**config.mk**
```make
export PLATFORM = sky130hd
export DESIGN_NAME = i2c_target_register_file
export DESIGN_NICKNAME = d
export VERILOG_FILES = /design/src/hdl/i2ctrf_pkg.sv /design/src/hdl/i2ctrf_store.sv /design/src/hdl/i2ctrf_top_placeholder.sv /design/src/hdl/i2c_target_register_file.sv
export SDC_FILE = /design/constraint.sdc
export NUM_CORES = 1
export LEC_CHECK = 0
export ABC_AREA = 1
export BUFFER_PORTS_ARGS = -buffer_cell sky130_fd_sc_hd__buf_2
export CAP_MARGIN = 15
export CORE_UTILIZATION = 40
export DETAILED_ROUTE_END_ITERATION = 7
export GPL_TIMING_DRIVEN = 0
export PLACE_DENSITY = 0.54
export SLEW_MARGIN = 10
export SYNTH_ARGS = -nofsm -noshare
export SYNTH_HDL_FRONTEND = slang
export SYNTH_SLANG_ARGS = --single-unit
export TNS_END_PERCENT = 100
```
**constraint.sdc**
```tcl
create_clock -name clk -period 3.55 [get_ports clk]
set_input_delay 0.355 -clock clk [delete_from_list [all_inputs] [get_ports clk]]
set_output_delay 0.355 -clock clk [all_outputs]
set_load 0.005 [all_outputs]
```
**src/hdl/i2ctrf_pkg.sv**
```systemverilog
// Shared types and codes for the I2C target register file.
// Holds the input and result item structs, bus event codes and config indexes.
// No dependencies.
`default_nettype none

package i2ctrf_pkg;

  // Default geometry of the register map.
  localparam int NUM_REGS_DEF  = 16;
  localparam int REG_BYTES_DEF = 4;

  // Width of the mask registers; registers at or above this index have no mask bit.
  localparam int MASK_W    = 16;
  localparam int CFG_IDX_W = 4;

  // Bus event codes carried in the func field.
  localparam logic [2:0] FN_WRITE_MATCH = 3'd0;
  localparam logic [2:0] FN_READ_MATCH  = 3'd1;
  localparam logic [2:0] FN_BYTE_RX     = 3'd2;
  localparam logic [2:0] FN_ACK_FAIL    = 3'd3;
  localparam logic [2:0] FN_OTHER_ERR   = 3'd4;
  localparam logic [2:0] FN_LOCAL_LOAD  = 3'd5;

  // Configuration register indexes.
  localparam logic [CFG_IDX_W-1:0] CFG_READONLY = CFG_IDX_W'(0);
  localparam logic [CFG_IDX_W-1:0] CFG_NOTIFY   = CFG_IDX_W'(1);

  typedef struct packed {
    logic [2:0]  func;
    logic [7:0]  data_byte;
    logic [3:0]  load_index;
    logic [31:0] load_value;
  } in_item_t;

  typedef struct packed {
    logic        read_valid;
    logic [31:0] read_word;
    logic        commit;
    logic        stored;
    logic        notify;
    logic [7:0]  commit_addr;
    logic [31:0] commit_value;
  } out_item_t;

endpackage

`default_nettype wire

```
**src/hdl/i2ctrf_store.sv**
```systemverilog
// Register store of the I2C target register file: one write port, one read port.
// Read data is registered; per-entry valid bits emulate clear-at-reset.
// No package dependencies.
`default_nettype none

module i2ctrf_store #(
  parameter int NUM_REGS = 16,
  parameter int IDX_W    = 4
) (
  input  wire logic             clk,
  input  wire logic             rst_n,
  input  wire logic             wr_en,
  input  wire logic [IDX_W-1:0] wr_idx,
  input  wire logic [31:0]      wr_data,
  input  wire logic             rd_en,
  input  wire logic [IDX_W-1:0] rd_idx,
  output logic [31:0]           rd_data
);

  logic [31:0]         mem [NUM_REGS];
  logic [NUM_REGS-1:0] vld_r;
  logic [31:0]         rd_data_r;
  logic                rd_vld_r;

  // Storage array; no reset, entries are qualified by their valid bits.
  always_ff @(posedge clk) begin
    if (wr_en) begin
      mem[wr_idx] <= wr_data;
    end
    if (rd_en) begin
      rd_data_r <= mem[rd_idx];
    end
  end

  // Valid bits clear at reset so unwritten entries read as zero.
  always_ff @(posedge clk) begin
    if (!rst_n) begin
      vld_r    <= '0;
      rd_vld_r <= 1'b0;
    end else begin
      if (wr_en) begin
        vld_r[wr_idx] <= 1'b1;
      end
      if (rd_en) begin
        rd_vld_r <= vld_r[rd_idx];
      end
    end
  end

  assign rd_data = rd_vld_r ? rd_data_r : 32'd0;

endmodule

`default_nettype wire

```
**src/hdl/i2ctrf_top_placeholder.sv**
```systemverilog
// Bus event controller helpers for the I2C target register file.
// Computes the mask lookup for a register address against a 16-bit mask.
// Depends on i2ctrf_pkg.
`default_nettype none

module i2ctrf_mask_lookup
  import i2ctrf_pkg::*;
(
  input  wire logic [MASK_W-1:0] readonly_mask,
  input  wire logic [MASK_W-1:0] notify_mask,
  input  wire logic [7:0]        addr,
  output logic                   readonly,
  output logic                   notify
);

  logic in_mask;

  // Registers beyond the mask width are writable and never notify.
  assign in_mask  = ({1'b0, addr} < 9'(MASK_W));
  assign readonly = in_mask && readonly_mask[addr[$clog2(MASK_W)-1:0]];
  assign notify   = in_mask && notify_mask[addr[$clog2(MASK_W)-1:0]];

endmodule

`default_nettype wire

```
**src/hdl/i2c_target_register_file.sv**
```systemverilog
// Throughput: one item per cycle while the output is not stalled, except a read match,
// which holds the input while the store's registered read port returns the word.
// Reset: synchronous, active low; phase goes idle, masks clear, and the store's valid
// bits clear so every register reads zero with no clearing pass.
// Depends on i2ctrf_pkg, i2ctrf_store and i2ctrf_mask_lookup.
`default_nettype none

module i2c_target_register_file
  import i2ctrf_pkg::*;
#(
  parameter int NUM_REGS  = NUM_REGS_DEF,
  parameter int REG_BYTES = REG_BYTES_DEF
) (
  input  wire logic                 clk,
  input  wire logic                 rst_n,
  input  wire logic                 in_valid,
  output logic                      in_stall,
  input  wire in_item_t             in_item,
  output logic                      out_valid,
  input  wire logic                 out_stall,
  output out_item_t                 out_item,
  input  wire logic                 cfg_valid,
  output logic                      cfg_ready,
  input  wire logic [CFG_IDX_W-1:0] cfg_index,
  input  wire logic [MASK_W-1:0]    cfg_data
);

  localparam int IDX_W = (NUM_REGS > 1) ? $clog2(NUM_REGS) : 1;

  typedef enum logic [1:0] {
    PH_IDLE,
    PH_ADDR,
    PH_DATA
  } phase_t;

  phase_t           phase_r, phase_nxt;
  logic [7:0]       reg_addr_r, reg_addr_nxt;
  logic [2:0]       byte_cnt_r, byte_cnt_nxt;
  logic [31:0]      asm_r, asm_nxt;
  logic             rd_pend_r;
  logic             rd_oor_r;
  logic             out_valid_r, out_valid_nxt;
  out_item_t        out_item_r, out_item_nxt;
  logic [MASK_W-1:0] ro_mask_r, ntf_mask_r;

  logic             in_acc;
  logic             rd_req;
  logic             end_wr;
  logic             addr_in_range;
  logic             addr_ro, addr_ntf;
  logic [7:0]       lidx_ext;
  logic             wr_en;
  logic [IDX_W-1:0] wr_idx;
  logic [31:0]      wr_data;
  logic [31:0]      rd_data;
  logic [31:0]      rd_word;
  out_item_t        res;

  assign in_acc    = in_valid && !in_stall;
  assign in_stall  = rd_pend_r || (out_valid_r && out_stall);
  assign cfg_ready = 1'b1;
  assign rd_req    = in_acc && (in_item.func == FN_READ_MATCH);
  assign out_valid = out_valid_r;
  assign out_item  = out_item_r;

  assign addr_in_range = ({1'b0, reg_addr_r} < 9'(NUM_REGS));
  assign lidx_ext      = {4'b0000, in_item.load_index};
  assign rd_word       = rd_oor_r ? 32'hFFFF_FFFF : rd_data;

  i2ctrf_mask_lookup u_mask (
    .readonly_mask (ro_mask_r),
    .notify_mask   (ntf_mask_r),
    .addr          (reg_addr_r),
    .readonly      (addr_ro),
    .notify        (addr_ntf)
  );

  i2ctrf_store #(
    .NUM_REGS (NUM_REGS),
    .IDX_W    (IDX_W)
  ) u_store (
    .clk     (clk),
    .rst_n   (rst_n),
    .wr_en   (wr_en),
    .wr_idx  (wr_idx),
    .wr_data (wr_data),
    .rd_en   (rd_req),
    .rd_idx  (reg_addr_r[IDX_W-1:0]),
    .rd_data (rd_data)
  );

  // Event decode: phase tracking, byte assembly, end-of-write detection, local loads and read results.
  always_comb begin
    phase_nxt    = phase_r;
    reg_addr_nxt = reg_addr_r;
    byte_cnt_nxt = byte_cnt_r;
    asm_nxt      = asm_r;
    end_wr       = 1'b0;
    wr_en        = 1'b0;
    wr_idx       = reg_addr_r[IDX_W-1:0];
    wr_data      = asm_r;
    res          = '0;
    if (rd_pend_r) begin
      asm_nxt        = rd_word;
      res.read_valid = 1'b1;
      res.read_word  = rd_word;
    end else if (in_acc) begin
      case (in_item.func)
        FN_WRITE_MATCH: begin
          phase_nxt = PH_ADDR;
        end
        FN_BYTE_RX: begin
          if (phase_r == PH_ADDR) begin
            reg_addr_nxt = in_item.data_byte;
            phase_nxt    = PH_DATA;
            byte_cnt_nxt = 3'd0;
            asm_nxt      = 32'd0;
          end else if (phase_r == PH_DATA) begin
            asm_nxt      = asm_r | (32'(in_item.data_byte) << {byte_cnt_r[1:0], 3'b000});
            byte_cnt_nxt = byte_cnt_r + 3'd1;
            if (byte_cnt_nxt >= 3'(REG_BYTES)) begin
              phase_nxt = PH_IDLE;
              end_wr    = 1'b1;
            end
          end
        end
        FN_ACK_FAIL: begin
          if ((phase_r == PH_DATA) && (byte_cnt_r != 3'd0)) begin
            end_wr = 1'b1;
          end
          phase_nxt = PH_IDLE;
        end
        FN_OTHER_ERR: begin
          phase_nxt = PH_IDLE;
        end
        FN_LOCAL_LOAD: begin
          if (lidx_ext < 8'(NUM_REGS)) begin
            wr_en   = 1'b1;
            wr_idx  = lidx_ext[IDX_W-1:0];
            wr_data = in_item.load_value;
          end
        end
        default: begin
        end
      endcase

      // A finished bus write commits when its address is in range.
      if (end_wr && addr_in_range) begin
        wr_en            = !addr_ro;
        wr_data          = asm_nxt;
        res.commit       = 1'b1;
        res.stored       = !addr_ro;
        res.notify       = addr_ntf;
        res.commit_addr  = reg_addr_r;
        res.commit_value = asm_nxt;
      end
    end
  end

  // Result register: a read loads in the cycle after its acceptance, everything else at acceptance.
  always_comb begin
    out_valid_nxt = out_valid_r;
    out_item_nxt  = out_item_r;
    if (rd_pend_r || (in_acc && !rd_req)) begin
      out_valid_nxt = 1'b1;
      out_item_nxt  = res;
    end else if (!out_stall) begin
      out_valid_nxt = 1'b0;
    end
  end

  // State, configuration and registered outputs.
  always_ff @(posedge clk) begin
    out_item_r <= out_item_nxt;
    if (rd_req) begin
      rd_oor_r <= !addr_in_range;
    end
    if (!rst_n) begin
      phase_r     <= PH_IDLE;
      reg_addr_r  <= 8'd0;
      byte_cnt_r  <= 3'd0;
      asm_r       <= 32'd0;
      rd_pend_r   <= 1'b0;
      out_valid_r <= 1'b0;
      ro_mask_r   <= '0;
      ntf_mask_r  <= '0;
    end else begin
      phase_r     <= phase_nxt;
      reg_addr_r  <= reg_addr_nxt;
      byte_cnt_r  <= byte_cnt_nxt;
      asm_r       <= asm_nxt;
      rd_pend_r   <= rd_req;
      out_valid_r <= out_valid_nxt;
      if (cfg_valid && cfg_ready) begin
        if (cfg_index == CFG_READONLY) begin
          ro_mask_r <= cfg_data;
        end else if (cfg_index == CFG_NOTIFY) begin
          ntf_mask_r <= cfg_data;
        end
      end
    end
  end

  // A read wait state never follows directly on another read wait state.
  a_rd_pend_once : assert property (@(posedge clk) disable iff (!rst_n)
    rd_pend_r |=> !rd_pend_r)
    else $error("read wait cycle lasted more than one cycle");

  // The read answer lands in the result register right after the wait cycle.
  a_rd_result : assert property (@(posedge clk) disable iff (!rst_n)
    rd_pend_r |=> (out_valid_r && out_item_r.read_valid))
    else $error("read answer missing after store read");

  // No new item is taken while the store read is outstanding.
  a_rd_blocks_in : assert property (@(posedge clk) disable iff (!rst_n)
    rd_pend_r |-> (in_stall && !wr_en))
    else $error("input accepted or store written during read wait");

  // Store and notify flags only accompany a commit, and a read never commits.
  a_commit_fields : assert property (@(posedge clk) disable iff (!rst_n)
    (out_valid_r && !out_item_r.commit) |->
      (!out_item_r.stored && !out_item_r.notify && (out_item_r.commit_value == 32'd0)))
    else $error("commit fields set without a commit");

endmodule

`default_nettype wire
```
==> tab_implementation.tex <==
\begin{tabular}{lr}
\hline
Metric & Value \\
\hline
\multicolumn{2}{l}{\textbf{Run status}} \\
\quad Result of the run & finished clean \\
\multicolumn{2}{l}{\textbf{Routing}} \\
\quad Vias per std cell & between 5 and 6 \\
\quad Post-DRT Antenna Nets & 0 \\
\quad Number of vias in the routed layout & between 20k and 25k \\
\quad Remaining design rule violation count & 0 \\
\quad Count of routing violations after the opening detailed-route iteration & 2502 \\
\quad Final routed wire length divided by cell count & 26.59 um \\
\quad Aggregate routed wire length & 102000 um \\
\quad DR pass1 iterations & 6 \\
\multicolumn{2}{l}{\textbf{Yosys}} \\
\quad Yosys warning total & 0 \\
\quad Dominant synthesized flop cell & sky130\_fd\_sc\_hd\_\_edfxtp\_1 \\
\quad Register bit count reported by yosys & between 700 and 800 \\
\quad Top cell type's share of synthesized area & a little under two thirds \\
\quad Cell count after synthesis & roughly 2.5k \\
\quad Sequential-to-total area share from yosys stat & a little over two thirds \\
\quad EDFF count, synth & 621 \\
\quad Most common library cells after synthesis & sky130\_fd\_sc\_hd\_\_edfxtp\_1, sky130\_fd\_sc\_hd\_\_o21ai\_0, sky130\_fd\_sc\_hd\_\_nor2\_1 \\
\quad Top cells by area in the synthesized netlist & sky130\_fd\_sc\_hd\_\_edfxtp\_1, sky130\_fd\_sc\_hd\_\_dfxtp\_1, sky130\_fd\_sc\_hd\_\_o21ai\_0, sky130\_fd\_sc\_hd\_\_nor2\_1, sky130\_fd\_sc\_hd\_\_nand2\_1 \\
\quad Count of unique library cells instantiated by Yosys & 28 \\
\quad FFs w/ async S/R, synth & 0\% \\
\quad Mean instance size in the synthesized netlist & 11.49 um2 \\
\quad Library cell occupying the most area in the post-synthesis netlist & sky130\_fd\_sc\_hd\_\_edfxtp\_1 \\
\quad Post-synthesis cell area & 29150 um2 \\
\quad Most common cell in the synthesized netlist & sky130\_fd\_sc\_hd\_\_edfxtp\_1 \\
\multicolumn{2}{l}{\textbf{Setup path}} \\
\quad Launching element of the worst setup path & byte\_cnt\_r[0] \\
\quad Required time at the worst-slack endpoint & about 3900 ps \\
\quad Worst setup SP type & register \\
\quad R2R Setup Slk & $\sim$140 ps \\
\quad Path type of the worst setup path & reg -> reg \\
\quad Crit-path max FO & 18 \\
\quad Arrival time of the worst setup path & 3710 ps \\
\quad Startpoint of the worst register-to-register path & byte\_cnt\_r[0] \\
\quad Worst setup EP type & register \\
\quad Path depth of the worst reg2reg path & 13 \\
\multicolumn{2}{l}{\textbf{Layout}} \\
\quad Net total in the final layout & a little under 3k \\
\quad Layout filler cell count & 6580 \\
\quad Design area & about 34000 um2 \\
\quad Area of the multi-input gates & $\sim$7300 um2 \\
\quad Reg area & 20570 um2 \\
\quad Synth-to-Final Area Change & 17.79\% \\
\quad Final non-filler cell total & $\sim$3.8k \\
\quad Antenna fix cells & 0 \\
\quad Fraction of final layout cells sized beyond drive strength 1 & approximately 13\% \\
\multicolumn{2}{l}{\textbf{Timing}} \\
\quad Setup-failing EPs final & 0 \\
\quad Clock period minus worst slack & 3408 ps \\
\quad Max Fclk & approximately 290 MHz \\
\quad Worst-case clock skew & 23.13 ps \\
\quad Final clock period utilization by the worst path & a little over nine tenths \\
\quad Total count of max-transition violations in the final report & 0 \\
\quad Max-Slew Margin vs Limit & roughly 19\% \\
\quad Worst-Margin Slew & approximately 1200 ps \\
\quad Total count of hold-check failures in the final report & 0 \\
\quad RSZ-0062 raised after global routing & no \\
\multicolumn{2}{l}{\textbf{Clocking}} \\
\quad TritonCTS Buffers & 76 \\
\quad Buffer cell driving the clock tree root & sky130\_fd\_sc\_hd\_\_clkbuf\_16 \\
\quad TritonCTS Sinks & slightly above 700 \\
\quad Clock Path Buffers & 3 \\
\quad TritonCTS clock tree & yes \\
\quad Post-CTS Hold Buffers & 0 \\
\quad Max H-tree Level & 3 \\
\quad Clock latency on the worst-skew pair & 620 ps \\
\quad Clock-pin transition on the worst setup and hold timing paths & $\sim$60 ps \\
\multicolumn{2}{l}{\textbf{Placed design}} \\
\quad Port Buffer Count & 149 \\
\quad Global placement routability congestion & between 0.9 and 1 \\
\quad Placed Instances & 3681 \\
\quad Post-placement cell area & about 32000 um2 \\
\quad Final HPWL DP & $\sim$72000 um \\
\multicolumn{2}{l}{\textbf{Floorplanning}} \\
\quad Die outline area & $\sim$74000 um2 \\
\quad Core box area & 71850 um2 \\
\quad Starting density of the core & 40.57\% \\
\quad Height of the die & between 200 and 300 um \\
\quad Top-Level Pins & roughly 150 \\
\quad Horizontal die dimension & roughly 270 um \\
\quad Standard-cell row count & 98 \\
\multicolumn{2}{l}{\textbf{Global route}} \\
\quad Wire length of the first global-routing pass & 144600 um \\
\quad Vias in the first global route & approximately 21k \\
\quad Antenna violations before repair & 5 \\
\quad Maximum number of pins on one net before global-route repair & 46 \\
\quad Overall fraction of global-route tracks in use & between 20 and 30\% \\
\quad Remaining global-route overflow & 0 \\
\multicolumn{2}{l}{\textbf{Worst hold path}} \\
\quad Type of the worst min-delay path & in -> reg \\
\quad Hold path startpoint & cfg\_data[15] \\
\quad Worst hold path depth & 3 \\
\multicolumn{2}{l}{\textbf{Pwr}} \\
\quad Power density relative to cell area & $\sim$540 nW/um2 \\
\quad Post-route total power & about 18000 uW \\
\quad Static leakage power & 0.01212 uW \\
\quad Max VDD drop & 0.0003328 V \\
\multicolumn{2}{l}{\textbf{Run}} \\
\quad Max Cap Violations & 0 \\
\hline
\end{tabular}
## final cells by class
cell class / instances / area share, %
clock inverter: 40 / 1.213
inverter: 160 / 1.807
multi-input combinational: 1480 / 21.23
clock buffer: 99 / 6.067
timing repair buffer: 206 / 4.147
buffer: 183 / 2.175
tap: 950 / 3.462
sequential: 717 / 59.90
## layer usage
layer | share of wire (%) | track usage, % | up-vias
met2 | 48 | 44.94 | 1202
met3 | 8.5 | 3.659 | 171
li1 | - | - | 9719
met1 | 40 | 36.38 | 10840
met4 | 3.8 | 10.97 | 0
met5 | 0 | 0 | -
## worst max-delay path, cell delays in order (launching register included)
cell and delay, ps:
sky130_fd_sc_hd__dfxtp_1 330, sky130_fd_sc_hd__clkbuf_2 230, sky130_fd_sc_hd__inv_1 80, sky130_fd_sc_hd__clkbuf_1 270
sky130_fd_sc_hd__ha_1 290, sky130_fd_sc_hd__nand3b_1 70, sky130_fd_sc_hd__nand2_1 90, sky130_fd_sc_hd__a21oi_4 240
sky130_fd_sc_hd__nand2_2 200, sky130_fd_sc_hd__o21ai_2 210, sky130_fd_sc_hd__buf_4 320, sky130_fd_sc_hd__nand3_1 200
sky130_fd_sc_hd__inv_4 300, sky130_fd_sc_hd__buf_12 230
## flip-flops by register name (all words and copies together), names as in the netlist
name,count
ntf_mask_r,16
out_valid,1
rd_pend_r,1
rd_oor_r,1
ro_mask_r,16
u_store.mem,512
u_store.vld_r,16
u_store.rd_vld_r,1
out_item,76
reg_addr_r,8
byte_cnt_r,3
phase_r,2
asm_r,32
u_store.rd_data_r,32
## power by group
part           internal (uW)  leakage, uW  total (uW)  switching (uW)
clock                   4730      0.00121        8040            3300
sequential              9370      0.00653        9410            39.3
combinational            278      0.00438         972             694
## final timing paths
check | endpoint
worst min register to register | u_store.vld_r[12]
worst min-delay path | ntf_mask_r[15]
worst max register to register | u_store.mem[15][27]
worst max-delay path | u_store.mem[15][27]
## timing repair
action | 4_1_cts | 5_1_grt
buffers inserted | 1 | 5
resized for setup | 7 | 19
pin swaps | 1 | 3
setup endpoints to repair | 437 | 171
## cells in the final DEF (no fill, tap or decap), types with 2 or more instances in the layout
| cell type | instances |
|---|---|
| sky130_fd_sc_hd__inv_1 | 139 |
| sky130_fd_sc_hd__buf_4 | 42 |
| sky130_fd_sc_hd__a21oi_1 | 181 |
| sky130_fd_sc_hd__a211oi_1 | 2 |
| sky130_fd_sc_hd__ha_1 | 4 |
| sky130_fd_sc_hd__inv_6 | 2 |
| sky130_fd_sc_hd__nor2_2 | 6 |
| sky130_fd_sc_hd__buf_1 | 11 |
| sky130_fd_sc_hd__buf_12 | 20 |
| sky130_fd_sc_hd__edfxtp_1 | 621 |
| sky130_fd_sc_hd__o221ai_1 | 89 |
| sky130_fd_sc_hd__inv_2 | 12 |
| sky130_fd_sc_hd__nand3_1 | 67 |
| sky130_fd_sc_hd__inv_4 | 4 |
| sky130_fd_sc_hd__o21ai_0 | 382 |
| sky130_fd_sc_hd__o211ai_1 | 72 |
| sky130_fd_sc_hd__clkinvlp_4 | 2 |
| sky130_fd_sc_hd__bufinv_16 | 8 |
| sky130_fd_sc_hd__buf_2 | 171 |
| sky130_fd_sc_hd__nand3b_1 | 2 |
| sky130_fd_sc_hd__clkinv_2 | 10 |
| sky130_fd_sc_hd__nor2_1 | 329 |
| sky130_fd_sc_hd__clkbuf_16 | 80 |
| sky130_fd_sc_hd__nand2_1 | 287 |
| sky130_fd_sc_hd__clkinv_1 | 20 |
| sky130_fd_sc_hd__clkbuf_2 | 6 |
| sky130_fd_sc_hd__nor3_1 | 2 |
| sky130_fd_sc_hd__dfxtp_1 | 96 |
| sky130_fd_sc_hd__o22ai_1 | 42 |
| sky130_fd_sc_hd__conb_1 | 5 |
| sky130_fd_sc_hd__clkbuf_1 | 156 |
## cells by family after synthesis
| logic type | Yosys count | synth area share [%] |
|---|---|---|
| buffers and inverters | 343 | 4.575 |
| flip-flops | 717 | 70.56 |
| XOR/XNOR | 1 | 0.03005 |
| other | 2 | 0.02576 |
| adder cells (fa/ha/maj) | 4 | 0.1717 |
| AND/OR/NAND/NOR | 698 | 9.382 |
| AO/OA/AOI/OAI | 772 | 15.26 |
## per-stage QoR
stage	hold slack, ps	worst slack, ps	util (%)	TNS [ps]
after floorplan	426.4	496.8	-	0
after detailed placement	438.3	-218.7	44.05	-37130
after CTS	3.750	31.90	47.58	0
final	33.95	141.8	47.79	0
after global placement	434.4	-1119	43.28	-666940
after global routing	41.99	70.45	47.79	0
Power figures use the tool's default switching activity.
